$ cat src/uart_line_editor_and_loader_macros.svh
// Assertion macros shared by the serial line editor and loader.
`ifndef UART_LINE_EDITOR_AND_LOADER_MACROS_SVH
`define UART_LINE_EDITOR_AND_LOADER_MACROS_SVH

// The condition must hold at every clock edge outside reset.
`define ULEL_CHECK_NOW(label, ante, cons, msg) \
	label: assert property (@(posedge clk) disable iff (!arst_n) (ante) |-> (cons)) else $error(msg);

// The consequence must hold at the clock edge after the antecedent.
`define ULEL_CHECK_NEXT(label, ante, cons, msg) \
	label: assert property (@(posedge clk) disable iff (!arst_n) (ante) |=> (cons)) else $error(msg);

`endif

$ cat src/ulel_pkg.sv
// Types, codes and constants of the serial line editor and loader.
package ulel_pkg;

	localparam int LINE_CAPACITY_DEF = 128;
	localparam int QUEUE_DEPTH_DEF   = 4;
	localparam int HEAD_DEPTH        = 8;
	localparam logic [31:0] LOAD_BASE_RESET = 32'h0008_0000;

	// Operating modes of the front end.
	localparam logic [1:0] MODE_SHELL   = 2'd0;
	localparam logic [1:0] MODE_HEADER  = 2'd1;
	localparam logic [1:0] MODE_PAYLOAD = 2'd2;
	localparam logic [1:0] MODE_HALTED  = 2'd3;

	// Work items passed from the front end to the back end.
	localparam logic [2:0] JOB_ECHO  = 3'd0;
	localparam logic [2:0] JOB_ERASE = 3'd1;
	localparam logic [2:0] JOB_EOL   = 3'd2;
	localparam logic [2:0] JOB_WRITE = 3'd3;
	localparam logic [2:0] JOB_DONE  = 3'd4;

	// Result kinds.
	localparam logic [1:0] KIND_ECHO  = 2'd0;
	localparam logic [1:0] KIND_EVENT = 2'd1;
	localparam logic [1:0] KIND_WRITE = 2'd2;
	localparam logic [1:0] KIND_DONE  = 2'd3;

	// Line commands.
	localparam logic [2:0] CMD_NONE     = 3'd0;
	localparam logic [2:0] CMD_HELP     = 3'd1;
	localparam logic [2:0] CMD_HELLO    = 3'd2;
	localparam logic [2:0] CMD_REBOOT   = 3'd3;
	localparam logic [2:0] CMD_LOAD     = 3'd4;
	localparam logic [2:0] CMD_UNKNOWN  = 3'd5;
	localparam logic [2:0] CMD_TOO_LONG = 3'd6;

	// Character codes.
	localparam logic [7:0] CH_BS    = 8'd8;
	localparam logic [7:0] CH_DEL   = 8'd127;
	localparam logic [7:0] CH_LF    = 8'd10;
	localparam logic [7:0] CH_CR    = 8'd13;
	localparam logic [7:0] CH_SPACE = 8'd32;
	localparam logic [7:0] CH_HASH  = 8'd35;

	typedef logic [HEAD_DEPTH-1:0][7:0] head_t;

	// Command words, first character at index zero.
	localparam head_t WORD_HELP   = {8'd0, 8'd0, 8'd0, 8'd0, "p", "l", "e", "h"};
	localparam head_t WORD_HELLO  = {8'd0, 8'd0, 8'd0, "o", "l", "l", "e", "h"};
	localparam head_t WORD_REBOOT = {8'd0, 8'd0, "t", "o", "o", "b", "e", "r"};
	localparam head_t WORD_LOAD   = {8'd0, 8'd0, 8'd0, 8'd0, "d", "a", "o", "l"};

	typedef struct packed {
		logic [2:0]  op;
		logic [7:0]  data;
		logic [2:0]  cmd;
		logic [31:0] addr;
		logic        fin;
	} job_t;

	// True when the first n characters of h spell the wl-character word w.
	function automatic logic word_is(input head_t h, input logic [3:0] n,
			input head_t w, input logic [3:0] wl);
		logic ok;
		ok = (n == wl);
		for (int i = 0; i < HEAD_DEPTH; i++) begin
			if (4'(i) < wl && h[i] != w[i]) begin
				ok = 1'b0;
			end
		end
		return ok;
	endfunction

endpackage

$ cat src/ulel_front.sv
// Front end: takes received bytes, keeps the line and loader state, issues work items.
module ulel_front #(
	parameter int LINE_CAPACITY = ulel_pkg::LINE_CAPACITY_DEF
) (
	input  logic            clk,
	input  logic            arst_n,
	input  logic            push,
	input  logic [7:0]      rx_byte,
	input  logic            q_full,
	input  logic            cfg_write,
	input  logic [31:0]     cfg_data,
	output logic            job_push,
	output ulel_pkg::job_t  job_data
);
	import ulel_pkg::*;

	localparam int LEN_W = $clog2(LINE_CAPACITY + 1);
	localparam logic [LEN_W-1:0] CAP = LEN_W'(LINE_CAPACITY);
	localparam logic [LEN_W-1:0] HEAD_LEN = LEN_W'(HEAD_DEPTH);

	logic [1:0]       mode_q, mode_d;
	logic [LEN_W-1:0] len_q, len_d;
	head_t            head_q, head_d;
	logic [1:0]       hdr_q, hdr_d;
	logic [31:0]      size_q, size_d;
	logic [31:0]      count_q, count_d;
	logic [31:0]      base_q;
	logic             accept;
	logic             job_valid;
	logic [3:0]       lim;
	logic [3:0]       n;
	logic [2:0]       cmd;
	logic [31:0]      size_acc;

	assign accept = push && !q_full;
	assign job_push = accept && job_valid;

	// The command text ends at the first zero byte or at the end of the stored head.
	always_comb begin
		lim = (len_q < HEAD_LEN) ? len_q[3:0] : 4'(HEAD_DEPTH);
		n = lim;
		for (int i = HEAD_DEPTH - 1; i >= 0; i--) begin
			if (4'(i) < lim && head_q[i] == 8'd0) begin
				n = 4'(i);
			end
		end
		if (len_q == CAP) begin
			cmd = CMD_TOO_LONG;
		end else if (word_is(head_q, n, WORD_HELP, 4'd4)) begin
			cmd = CMD_HELP;
		end else if (word_is(head_q, n, WORD_HELLO, 4'd5)) begin
			cmd = CMD_HELLO;
		end else if (word_is(head_q, n, WORD_REBOOT, 4'd6)) begin
			cmd = CMD_REBOOT;
		end else if (word_is(head_q, n, WORD_LOAD, 4'd4)) begin
			cmd = CMD_LOAD;
		end else begin
			cmd = CMD_UNKNOWN;
		end
	end

	assign size_acc = size_q | (32'(rx_byte) << {hdr_q, 3'b000});

	always_comb begin
		mode_d = mode_q;
		len_d = len_q;
		head_d = head_q;
		hdr_d = hdr_q;
		size_d = size_q;
		count_d = count_q;
		job_valid = 1'b0;
		job_data = '0;
		job_data.data = rx_byte;
		case (mode_q)
			MODE_SHELL: begin
				if (rx_byte[7]) begin
					job_valid = 1'b0;
				end else if (rx_byte == CH_BS || rx_byte == CH_DEL) begin
					job_valid = 1'b1;
					job_data.op = JOB_ERASE;
					if (len_q != '0) begin
						len_d = len_q - 1'b1;
					end
				end else if (rx_byte == CH_LF || rx_byte == CH_CR) begin
					job_valid = 1'b1;
					job_data.op = JOB_EOL;
					job_data.cmd = cmd;
					len_d = '0;
					head_d = '0;
					if (cmd == CMD_LOAD) begin
						mode_d = MODE_HEADER;
						hdr_d = 2'd0;
						size_d = 32'd0;
						count_d = 32'd0;
					end
				end else begin
					job_valid = 1'b1;
					job_data.op = JOB_ECHO;
					if (len_q < CAP) begin
						if (len_q < HEAD_LEN) begin
							head_d[len_q[2:0]] = rx_byte;
						end
						len_d = len_q + 1'b1;
					end
				end
			end
			MODE_HEADER: begin
				size_d = size_acc;
				hdr_d = hdr_q + 2'd1;
				if (hdr_q == 2'd3) begin
					count_d = 32'd0;
					if (size_acc == 32'd0) begin
						job_valid = 1'b1;
						job_data.op = JOB_DONE;
						job_data.data = 8'd0;
						mode_d = MODE_HALTED;
					end else begin
						mode_d = MODE_PAYLOAD;
					end
				end
			end
			MODE_PAYLOAD: begin
				job_valid = 1'b1;
				job_data.op = JOB_WRITE;
				job_data.addr = base_q + count_q;
				job_data.fin = (count_q + 32'd1) >= size_q;
				count_d = count_q + 32'd1;
				if (job_data.fin) begin
					mode_d = MODE_HALTED;
				end
			end
			default: begin
				job_valid = 1'b0;
			end
		endcase
	end

	always_ff @(posedge clk or negedge arst_n) begin
		if (!arst_n) begin
			mode_q <= MODE_SHELL;
			len_q <= '0;
			head_q <= '0;
			hdr_q <= 2'd0;
			size_q <= 32'd0;
			count_q <= 32'd0;
		end else if (accept) begin
			mode_q <= mode_d;
			len_q <= len_d;
			head_q <= head_d;
			hdr_q <= hdr_d;
			size_q <= size_d;
			count_q <= count_d;
		end
	end

	always_ff @(posedge clk or negedge arst_n) begin
		if (!arst_n) begin
			base_q <= LOAD_BASE_RESET;
		end else if (cfg_write) begin
			base_q <= cfg_data;
		end
	end

endmodule

$ cat src/ulel_queue.sv
// Short work queue between the front end and the back end.
module ulel_queue #(
	parameter int DEPTH = ulel_pkg::QUEUE_DEPTH_DEF
) (
	input  logic            clk,
	input  logic            arst_n,
	input  logic            wr_en,
	input  ulel_pkg::job_t  wr_data,
	input  logic            rd_en,
	output ulel_pkg::job_t  rd_data,
	output logic            avail,
	output logic            full
);
	import ulel_pkg::*;

	localparam int PTR_W = (DEPTH > 1) ? $clog2(DEPTH) : 1;
	localparam int CNT_W = $clog2(DEPTH + 1);

	job_t             slots_q [DEPTH];
	logic [PTR_W-1:0] wr_ptr_q;
	logic [PTR_W-1:0] rd_ptr_q;
	logic [CNT_W-1:0] count_q;

	assign avail = (count_q != '0);
	assign full = (count_q == CNT_W'(DEPTH));
	assign rd_data = slots_q[rd_ptr_q];

	always_ff @(posedge clk) begin
		if (wr_en) begin
			slots_q[wr_ptr_q] <= wr_data;
		end
	end

	always_ff @(posedge clk or negedge arst_n) begin
		if (!arst_n) begin
			wr_ptr_q <= '0;
			rd_ptr_q <= '0;
			count_q <= '0;
		end else begin
			if (wr_en) begin
				wr_ptr_q <= (wr_ptr_q == PTR_W'(DEPTH - 1)) ? '0 : wr_ptr_q + 1'b1;
			end
			if (rd_en) begin
				rd_ptr_q <= (rd_ptr_q == PTR_W'(DEPTH - 1)) ? '0 : rd_ptr_q + 1'b1;
			end
			if (wr_en && !rd_en) begin
				count_q <= count_q + 1'b1;
			end else if (rd_en && !wr_en) begin
				count_q <= count_q - 1'b1;
			end
		end
	end

endmodule

$ cat src/ulel_back.sv
// Back end: expands each work item into its results, one per cycle while popped.
module ulel_back (
	input  logic            clk,
	input  logic            arst_n,
	input  logic            avail,
	input  ulel_pkg::job_t  job,
	output logic            deq,
	input  logic            pop,
	output logic            empty,
	output logic [1:0]      kind,
	output logic [7:0]      byte_value,
	output logic [2:0]      command,
	output logic [31:0]     write_address,
	output logic            last
);
	import ulel_pkg::*;

	logic [1:0]  step_q;
	logic        out_valid_q;
	logic [1:0]  kind_q;
	logic [7:0]  byte_q;
	logic [2:0]  cmd_q;
	logic [31:0] addr_q;
	logic        last_q;
	logic [1:0]  res_kind;
	logic [7:0]  res_byte;
	logic [2:0]  res_cmd;
	logic [31:0] res_addr;
	logic        res_last;
	logic        load;

	always_comb begin
		res_kind = KIND_ECHO;
		res_byte = 8'd0;
		res_cmd = CMD_NONE;
		res_addr = 32'd0;
		res_last = 1'b0;
		case (job.op)
			JOB_ECHO: begin
				res_byte = job.data;
				res_last = 1'b1;
			end
			JOB_ERASE: begin
				res_byte = (step_q == 2'd1) ? CH_SPACE : CH_BS;
				res_last = (step_q == 2'd2);
			end
			JOB_EOL: begin
				case (step_q)
					2'd0: begin
						res_byte = CH_LF;
					end
					2'd1: begin
						res_kind = KIND_EVENT;
						res_cmd = job.cmd;
						res_last = (job.cmd == CMD_LOAD);
					end
					2'd2: begin
						res_byte = CH_HASH;
					end
					default: begin
						res_byte = CH_SPACE;
						res_last = 1'b1;
					end
				endcase
			end
			JOB_WRITE: begin
				if (step_q == 2'd0) begin
					res_kind = KIND_WRITE;
					res_byte = job.data;
					res_addr = job.addr;
					res_last = !job.fin;
				end else begin
					res_kind = KIND_DONE;
					res_last = 1'b1;
				end
			end
			default: begin
				res_kind = KIND_DONE;
				res_last = 1'b1;
			end
		endcase
	end

	// The output register refills in the same cycle its transaction is taken.
	assign load = avail && (!out_valid_q || pop);
	assign deq = load && res_last;

	always_ff @(posedge clk or negedge arst_n) begin
		if (!arst_n) begin
			out_valid_q <= 1'b0;
			step_q <= 2'd0;
		end else begin
			if (load) begin
				out_valid_q <= 1'b1;
				step_q <= res_last ? 2'd0 : step_q + 2'd1;
			end else if (pop) begin
				out_valid_q <= 1'b0;
			end
		end
	end

	always_ff @(posedge clk) begin
		if (load) begin
			kind_q <= res_kind;
			byte_q <= res_byte;
			cmd_q <= res_cmd;
			addr_q <= res_addr;
			last_q <= res_last;
		end
	end

	assign empty = !out_valid_q;
	assign kind = kind_q;
	assign byte_value = byte_q;
	assign command = cmd_q;
	assign write_address = addr_q;
	assign last = last_q;

endmodule

$ cat src/uart_line_editor_and_loader.sv
// Top level of the serial command-line editor with boot loader.
//
// Input channel: a received byte on rx_byte is taken as a transaction when push
// is high and full is low. Result channel: while empty is low the oldest result
// sits on kind, byte_value, command, write_address and last; it is taken when
// pop is high. cfg_write loads cfg_data into the load base address register.
//
// The front end handles one byte per cycle while full is low and places at
// most one work item into a queue of QUEUE_DEPTH entries. The back end turns
// each item into one to four result transactions, one per cycle while pop
// takes them, through a single output register. The first result of a byte
// passes through the queue and then the output register; bytes that cause no
// result put no item into the queue.
//
// When the receiver stalls, the output holds its result, the queue fills and
// full rises. Reset returns the block to shell mode with an empty line, empties
// the queue and output, and sets the load base to 0x80000.
module uart_line_editor_and_loader #(
	parameter int LINE_CAPACITY = ulel_pkg::LINE_CAPACITY_DEF,
	parameter int QUEUE_DEPTH   = ulel_pkg::QUEUE_DEPTH_DEF
) (
	input  logic        clk,
	input  logic        arst_n,
	input  logic        push,
	input  logic [7:0]  rx_byte,
	output logic        full,
	output logic        empty,
	input  logic        pop,
	output logic [1:0]  kind,
	output logic [7:0]  byte_value,
	output logic [2:0]  command,
	output logic [31:0] write_address,
	output logic        last,
	input  logic        cfg_write,
	input  logic [31:0] cfg_data
);
	import ulel_pkg::*;

	`include "uart_line_editor_and_loader_macros.svh"

	logic job_push;
	job_t job_in;
	job_t job_head;
	logic job_avail;
	logic job_deq;

	ulel_front #(
		.LINE_CAPACITY(LINE_CAPACITY)
	) u_front (
		.clk      (clk),
		.arst_n   (arst_n),
		.push     (push),
		.rx_byte  (rx_byte),
		.q_full   (full),
		.cfg_write(cfg_write),
		.cfg_data (cfg_data),
		.job_push (job_push),
		.job_data (job_in)
	);

	ulel_queue #(
		.DEPTH(QUEUE_DEPTH)
	) u_queue (
		.clk    (clk),
		.arst_n (arst_n),
		.wr_en  (job_push),
		.wr_data(job_in),
		.rd_en  (job_deq),
		.rd_data(job_head),
		.avail  (job_avail),
		.full   (full)
	);

	ulel_back u_back (
		.clk          (clk),
		.arst_n       (arst_n),
		.avail        (job_avail),
		.job          (job_head),
		.deq          (job_deq),
		.pop          (pop),
		.empty        (empty),
		.kind         (kind),
		.byte_value   (byte_value),
		.command      (command),
		.write_address(write_address),
		.last         (last)
	);

	`ULEL_CHECK_NOW(a_cmd_only_on_event, !empty && kind != KIND_EVENT,
		command == CMD_NONE, "command set outside a line event")
	`ULEL_CHECK_NOW(a_addr_only_on_write, !empty && kind != KIND_WRITE,
		write_address == 32'd0, "address set outside a memory write")
	`ULEL_CHECK_NOW(a_load_event_last, !empty && kind == KIND_EVENT && command == CMD_LOAD,
		last, "load event not final")
	`ULEL_CHECK_NEXT(a_nothing_after_done, !empty && pop && kind == KIND_DONE,
		empty, "result after load complete")

endmodule

$ cat config.mk
export PLATFORM = sky130hd
export DESIGN_NAME = uart_line_editor_and_loader
export DESIGN_NICKNAME = d
export VERILOG_FILES = /design/src/ulel_pkg.sv /design/src/ulel_front.sv /design/src/ulel_queue.sv /design/src/ulel_back.sv /design/src/uart_line_editor_and_loader.sv
export VERILOG_INCLUDE_DIRS = /design/src /design/src/src
export SDC_FILE = /design/constraint.sdc
export NUM_CORES = 1
export LEC_CHECK = 0
export BUFFER_PORTS_ARGS = -buffer_cell sky130_fd_sc_hd__buf_2
export CAP_MARGIN = 20
export CORE_UTILIZATION = 53
export DETAILED_ROUTE_END_ITERATION = 7
export PLACE_DENSITY = 0.74
export REMOVE_ABC_BUFFERS = 1
export SLEW_MARGIN = 15
export SYNTH_ARGS = -nofsm -noshare
export SYNTH_HDL_FRONTEND = slang
export SYNTH_HIERARCHICAL = 1
export SYNTH_SLANG_ARGS = --single-unit
$ cat constraint.sdc
create_clock -name clk -period 12.55 [get_ports clk]
set_clock_uncertainty 0.2 [all_clocks]
set_input_delay 0 -clock clk [delete_from_list [all_inputs] [get_ports clk]]
set_output_delay 0 -clock clk [all_outputs]
set_load 0.03 [all_outputs]
# Yosys cells after proc, flatten, opt, wreduce, memory -nomap -nowiden
# Memories as Yosys holds them, arrays and structs flattened.
# Cells that the tools add are included.
[totals]
mem_bits_rw = 188
reg_bits = 228
in_bits = 45
out_inout_bits = 48
n_memories = 1
word_cells = 255
[mem_list]
columns = ["name", "depth", "word_bits", "rd", "rd_ports_with_merged_regs", "write_ports", "line", "rtl"]
rows = [
  ["u_queue.slots_q", 4, 47, 1, 0, 1, "ulel_queue.sv:19", "job_t slots_q [DEPTH];"],
]
[classes]
mux = 108
n_shift = 1
n_eq_ne = 42
n_reduce_logical = 53
addsub = 10
n_bitwise = 3
n_lt_le_gt_ge = 13
[op_table]
columns = ["operator", "n"]
rows = [
  ["64-bit 2-to-1 mux", 3],
  ["32-bit 2-to-1 mux", 5],
  ["8-bit by 7-bit != test with 1-bit output, second input constant", 14],
  ["32-bit one-hot mux with 3 select lines", 1],
  ["64-bit bitwise mux", 1],
  ["8-bit zero test", 8],
  ["32-bit one-hot mux with 2 select lines", 1],
  ["8-bit 2-to-1 mux", 7],
  ["1-bit 2-to-1 mux", 41],
  ["3-bit 2-to-1 mux", 12],
  ["4-bit 2-to-1 mux", 9],
  ["33-bit 2-to-1 mux", 1],
  ["32-bit by 1-bit adder with 32-bit output, second input constant", 1],
  ["32-bit adder", 1],
  ["32-bit greater-or-equal comparator", 1],
  ["32-bit zero test", 1],
  ["32-bit OR", 1],
  ["8-bit one-hot mux with 4 select lines", 1],
  ["8-bit by 5-bit left shift with 32-bit output", 1],
  ["2-bit 2-to-1 mux", 14],
  ["8-bit demux with 3-bit select", 1],
  ["8-bit by 4-bit equality test with 1-bit output, second input constant", 3],
  ["11-bit 2-to-1 mux", 2],
  ["6-bit one-hot mux with 3 select lines", 1],
  ["other kinds (43)", 99],
]

# Depth between registers and ports, before layout
[logic_depth]
word_depth = 38
mapped_depth = 17
mapped_depth_nobuf = 17

# By module
# Netlist, hierarchy kept.
[modules_own_cells]
columns = ["mod", "n_inst", "seq_area_each_um2", "cells_each", "area_each_um2"]
rows = [
  ["ulel_front", 1, 4305.4, 1191, 10949.3],
  ["ulel_queue", 1, 5820.6, 283, 7220.7],
  ["ulel_back", 1, 1456.4, 141, 2127.0],
]

# Least setup slack after synthesis
# Ideal clock, no wire load.
[synth_timing]
path_type = "register -> register"
startpoint = "register u_front.count_q[2]"
endpoint = "register u_front.mode_q[1]"
synth_period_minus_slack_ps = 4371
path_stages_with_launch = 17
required_time_ps = 12225
t_arrival_ps = 4047
setup_ps = 125
n_path_buf = 0
slack_ps = 8179
cell_sequence = "dfrtp_1 > nand3_1 > nor3_1 > nand3_1 > nor3_1 > nand3_1 > xnor2_1 > ha_1 > a21o_1 > a21o_1 > a21o_1 > a21o_1 > a211o_1 > a221o_1 > a31oi_1 > a211oi_1 > mux2_2"
[synth_between]
elab_chain_len = 4
[synth_rtl]
columns = ["item", "line", "rtl"]
rows = [
  ["start: declaration", "ulel_front.sv:26", "logic [31:0] count_q, count_d;"],
  ["start signal: assignment", "ulel_front.sv:152", "count_q <= count_d;"],
  ["32-bit by 1-bit adder with 32-bit output", "ulel_front.sv:126", "job_data.fin = (count_q + 32'd1) >= size_q;"],
  ["32-bit greater-or-equal comparator", "ulel_front.sv:126", ""],
  ["2-bit by 1-bit != test with 1-bit output (no line)", "--", ""],
  ["8-bit AND reduction (no line)", "--", ""],
  ["end signal: assignment", "ulel_front.sv:147", "mode_q <= mode_d;"],
  ["end: declaration", "ulel_front.sv:21", "logic [1:0] mode_q, mode_d;"],
]
# Every way passes these cells.
# A chain may end at the register's enable or synchronous reset.

# Worst setup path in the final report
# Same ends and word-level chain as after synthesis.

==> impl_metrics.json <==
{
  "hold_viol": 0,
  "synth_top_area_share_pct": 34.6,
  "layout-drive-gt1-share_pct": 16.5,
  "wire_per_inst_um": 19.9,
  "first_pass_iters": 5,
  "grt_pass1_vias": 14058,
  "antenna_found_initial": 0,
  "rr_worst_depth": 16,
  "yosysWarningCount": 6,
  "overflow": 0,
  "endpoint_kind": "flop",
  "die_area_um2": 39100,
  "synth_cells": 1615,
  "p_per_area_nw_per_um2": 184,
  "met2_usage_pct": 41.6,
  "irDropWorstVdd_mv": 0.139,
  "finalPower_mw": 4.38,
  "status": "finished, final reports clean",
  "synth_edf_count": 234,
  "ios": 93,
  "async_flop_share_pct": 43.8,
  "use_met1_pct": 32.7,
  "drtAntennaViolNets": 0,
  "max-slew-margin-rel_pct": 28.0,
  "place.gp.congestion": 0.928,
  "tightestPinTransition_ps": 1080,
  "cap_violations": 0,
  "layout.nets": 1924,
  "die_x_um": 198,
  "min_path_cells": 2,
  "coreArea_um2": 37700,
  "synth_cell_types": 91,
  "synth_most_common_cell": "edfxtp_1",
  "post_cts_buffers": 0,
  "rsz0062_at_grt": "no",
  "synthTopCellsByArea": "edfxtp_1 (35%), dfrtp_1 (22%), ha_1 (5.2%)",
  "max_freq_mhz": 195,
  "drv_slew": 0,
  "yosysSeqAreaShare_pct": 57.1,
  "start_util_pct": 53.9,
  "crit_fanout": 8,
  "drc_errors": 0,
  "met3_usage_pct": 3.71,
  "grt_pass1_wl_um": 74900,
  "viasPerCell": 5.98,
  "leakagePower_nw": 9.79,
  "syn_avg_cell_area_um2": 12.6,
  "ys_ff_latch": 416,
  "portBuffers": 92,
  "synthTopCellsByCount": "edfxtp_1 (234), dfrtp_1 (181), nand2_1 (128), nor2_1 (86), ha_1 (84)",
  "clock_path_buffers": 3,
  "cts_tree": "built",
  "gr-max-usage-layer": "met2",
  "grt_max_degree": 103,
  "finalCriticalPeriod_ps": 5130,
  "dr_total_vias": 13981,
  "htreeDepth": 2,
  "root_buffer": "clkbuf_16",
  "synth_top_area_cell": "edfxtp_1",
  "ys.flop_type": "edfxtp_1",
  "syn_to_final_growth_pct": 17.1,
  "crit_type": "flop to flop",
  "critical_path_arrival_ps": 5380,
  "hold_path_class": "input port to flop",
  "post-route-period-util_pct": 40.9,
  "die_y_um": 198,
  "drt-total-wl_um": 46400,
  "worstSetupStartpointType": "flop",
  "place_hpwl_um": 29000,
  "antenna_cells": 0,
  "row_count": 71,
  "cts-buffers-inserted": 43,
  "drt-initial-drc-count": 993,
  "clkLatencyLatePin_ps": 580,
  "crit_required_ps": 12800,
  "netlist_area_um2": 20300,
  "track_usage_pct": 24.5,
  "clock-sinks": 416,
  "tns_ps": 0,
  "finalSetupViolCount": 0,
  "cts.clk_slew.worst_paths_ps": 60
}
## flip-flops by register name, summed over array words and instances, names as in the netlist, 2 cells and up
name,count
u_front/base_q,32
u_back/step_q,2
u_queue/rd_ptr_q,2
u_front/head_q,64
u_queue/count_q,3
u_front/hdr_q,2
u_front/len_q,8
u_back/write_address,32
u_queue/slots_q,188
u_back/byte_value,8
u_back/kind,2
u_front/count_q,32
u_queue/wr_ptr_q,2
u_back/command,3
u_front/size_q,32
u_front/mode_q,2
## through the flow
stage,cell area [um^2],setup WS (ps),hold WS (ps),util (%),std cells
after floorplan,19900,7690,-496,-,1541
after global placement,21200,7540,-38.2,56.2,2162
after detailed placement,21200,7430,-41.3,56.2,2162
after CTS,23700,7380,94.2,63.1,2338
after global routing,23800,7050,154,63.1,2339
final,23800,7420,123,63.1,2339
## worst max-delay path: stages, from the launching register on
cell and delay [ps]:
dfrtp_1 450, nand3_1 150, nor3_1 470, nand3_1 420, nor3_1 620, nand3_1 170
xnor2_1 220, ha_1 280, a21o_1 160, a21o_1 170, a21o_1 170, a21o_1 170
a211o_1 290, a221o_1 340, a31oi_1 260, a211oi_1 160, mux2_2 300
## area by class of cell
cell class / instances / area, um^2
well taps: 511 / 639
multi-input cells: 1060 / 8110
repair buffers: 207 / 1610
flip-flops and latches: 416 / 11600
clock buffers: 52 / 1150
clock inverters: 28 / 434
fillers: 2855 / 13900
inverters: 65 / 244
## path summary, 6_finish.rpt
| check | start | end | slack, ps |
|---|---|---|---|
| setup / recovery | u_front/count_q[2]$_DFFE_PN0P_ | u_front/mode_q[1]$_DFFE_PN0P_ | 7420 |
| hold / removal | rx_byte[7] | u_queue/slots_q[3][43]$_DFFE_PP_ | 120 |
| setup reg to reg | u_front/count_q[2]$_DFFE_PN0P_ | u_front/mode_q[1]$_DFFE_PN0P_ | 7420 |
| hold reg to reg | u_front/head_q[23]$_DFFE_PN0P_ | u_front/head_q[23]$_DFFE_PN0P_ | 290 |
| max in group asynchronous | arst_n | u_front/base_q[19]$_DFFE_PN1P_ | 11140 |
| min in group asynchronous | arst_n | u_front/head_q[21]$_DFFE_PN0P_ | 360 |
## routing by layer
| metal | part of all wire (%) | vias up | routed length, um |
|---|---|---|---|
| met5 | 0 | - | 0 |
| met4 | 1.8 | 0 | 848 |
| met3 | 5.3 | 62 | 2450 |
| met2 | 50 | 415 | 23300 |
| met1 | 43 | 7036 | 19900 |
| li1 | - | 6468 | - |
## cell usage in the layout, fill, tap and decap left out, types with 7 or more instances in the layout
master         count
nor4_1            25
nor3_1            31
o21ai_0           75
clkbuf_16         44
a21o_1            30
bufinv_16         10
o21a_1             7
o21ai_1           34
mux2_2            37
and2_1            53
a211oi_1           7
a32o_1            22
a31oi_1           14
dlygate4sd3_1     95
xor2_1            23
or4_1              9
ha_1              84
nor2_1            86
mux4_2            45
inv_1             64
and3_1            20
o21bai_1           9
xnor2_1           32
a21oi_1           36
buf_4             18
nand3_1           44
a22o_1            40
dfrtp_1          179
nand2_1          128
or3_1              8
buf_2             91
o31ai_1            8
nand4_1           27
edfxtp_1         234
nand2b_1          12
## kinds of logic (layout without fill, tap and decap cells)
kind of cell	Yosys count	count (layout)	synth area share, %
AO/OA/AOI/OAI	343	343	12.1
adder cells (fa/ha/maj)	86	86	5.38
XOR/XNOR	55	55	2.37
multiplexers	90	90	7.60
buffers and inverters	139	352	3.01
flip-flops	416	416	57.1
AND/OR/NAND/NOR	486	486	12.5
## report_power, final
group / total (mW) / internal (mW) / switching [mW] / leakage (nW)
Sequential: 1.84 / 1.68 / 0.157 / 4.76
Combinational: 1.12 / 0.452 / 0.665 / 4.27
Clock: 1.42 / 0.868 / 0.550 / 0.763
Total: 4.38 / 3.00 / 1.37 / 9.79
## timing repair
action / in CTS / in global routing
hold buffers: 96 / 0
gates resized for setup: 0 / 0
hold endpoints to repair: 266 / 0
Note: power is estimated with default switching activity, not from simulation.
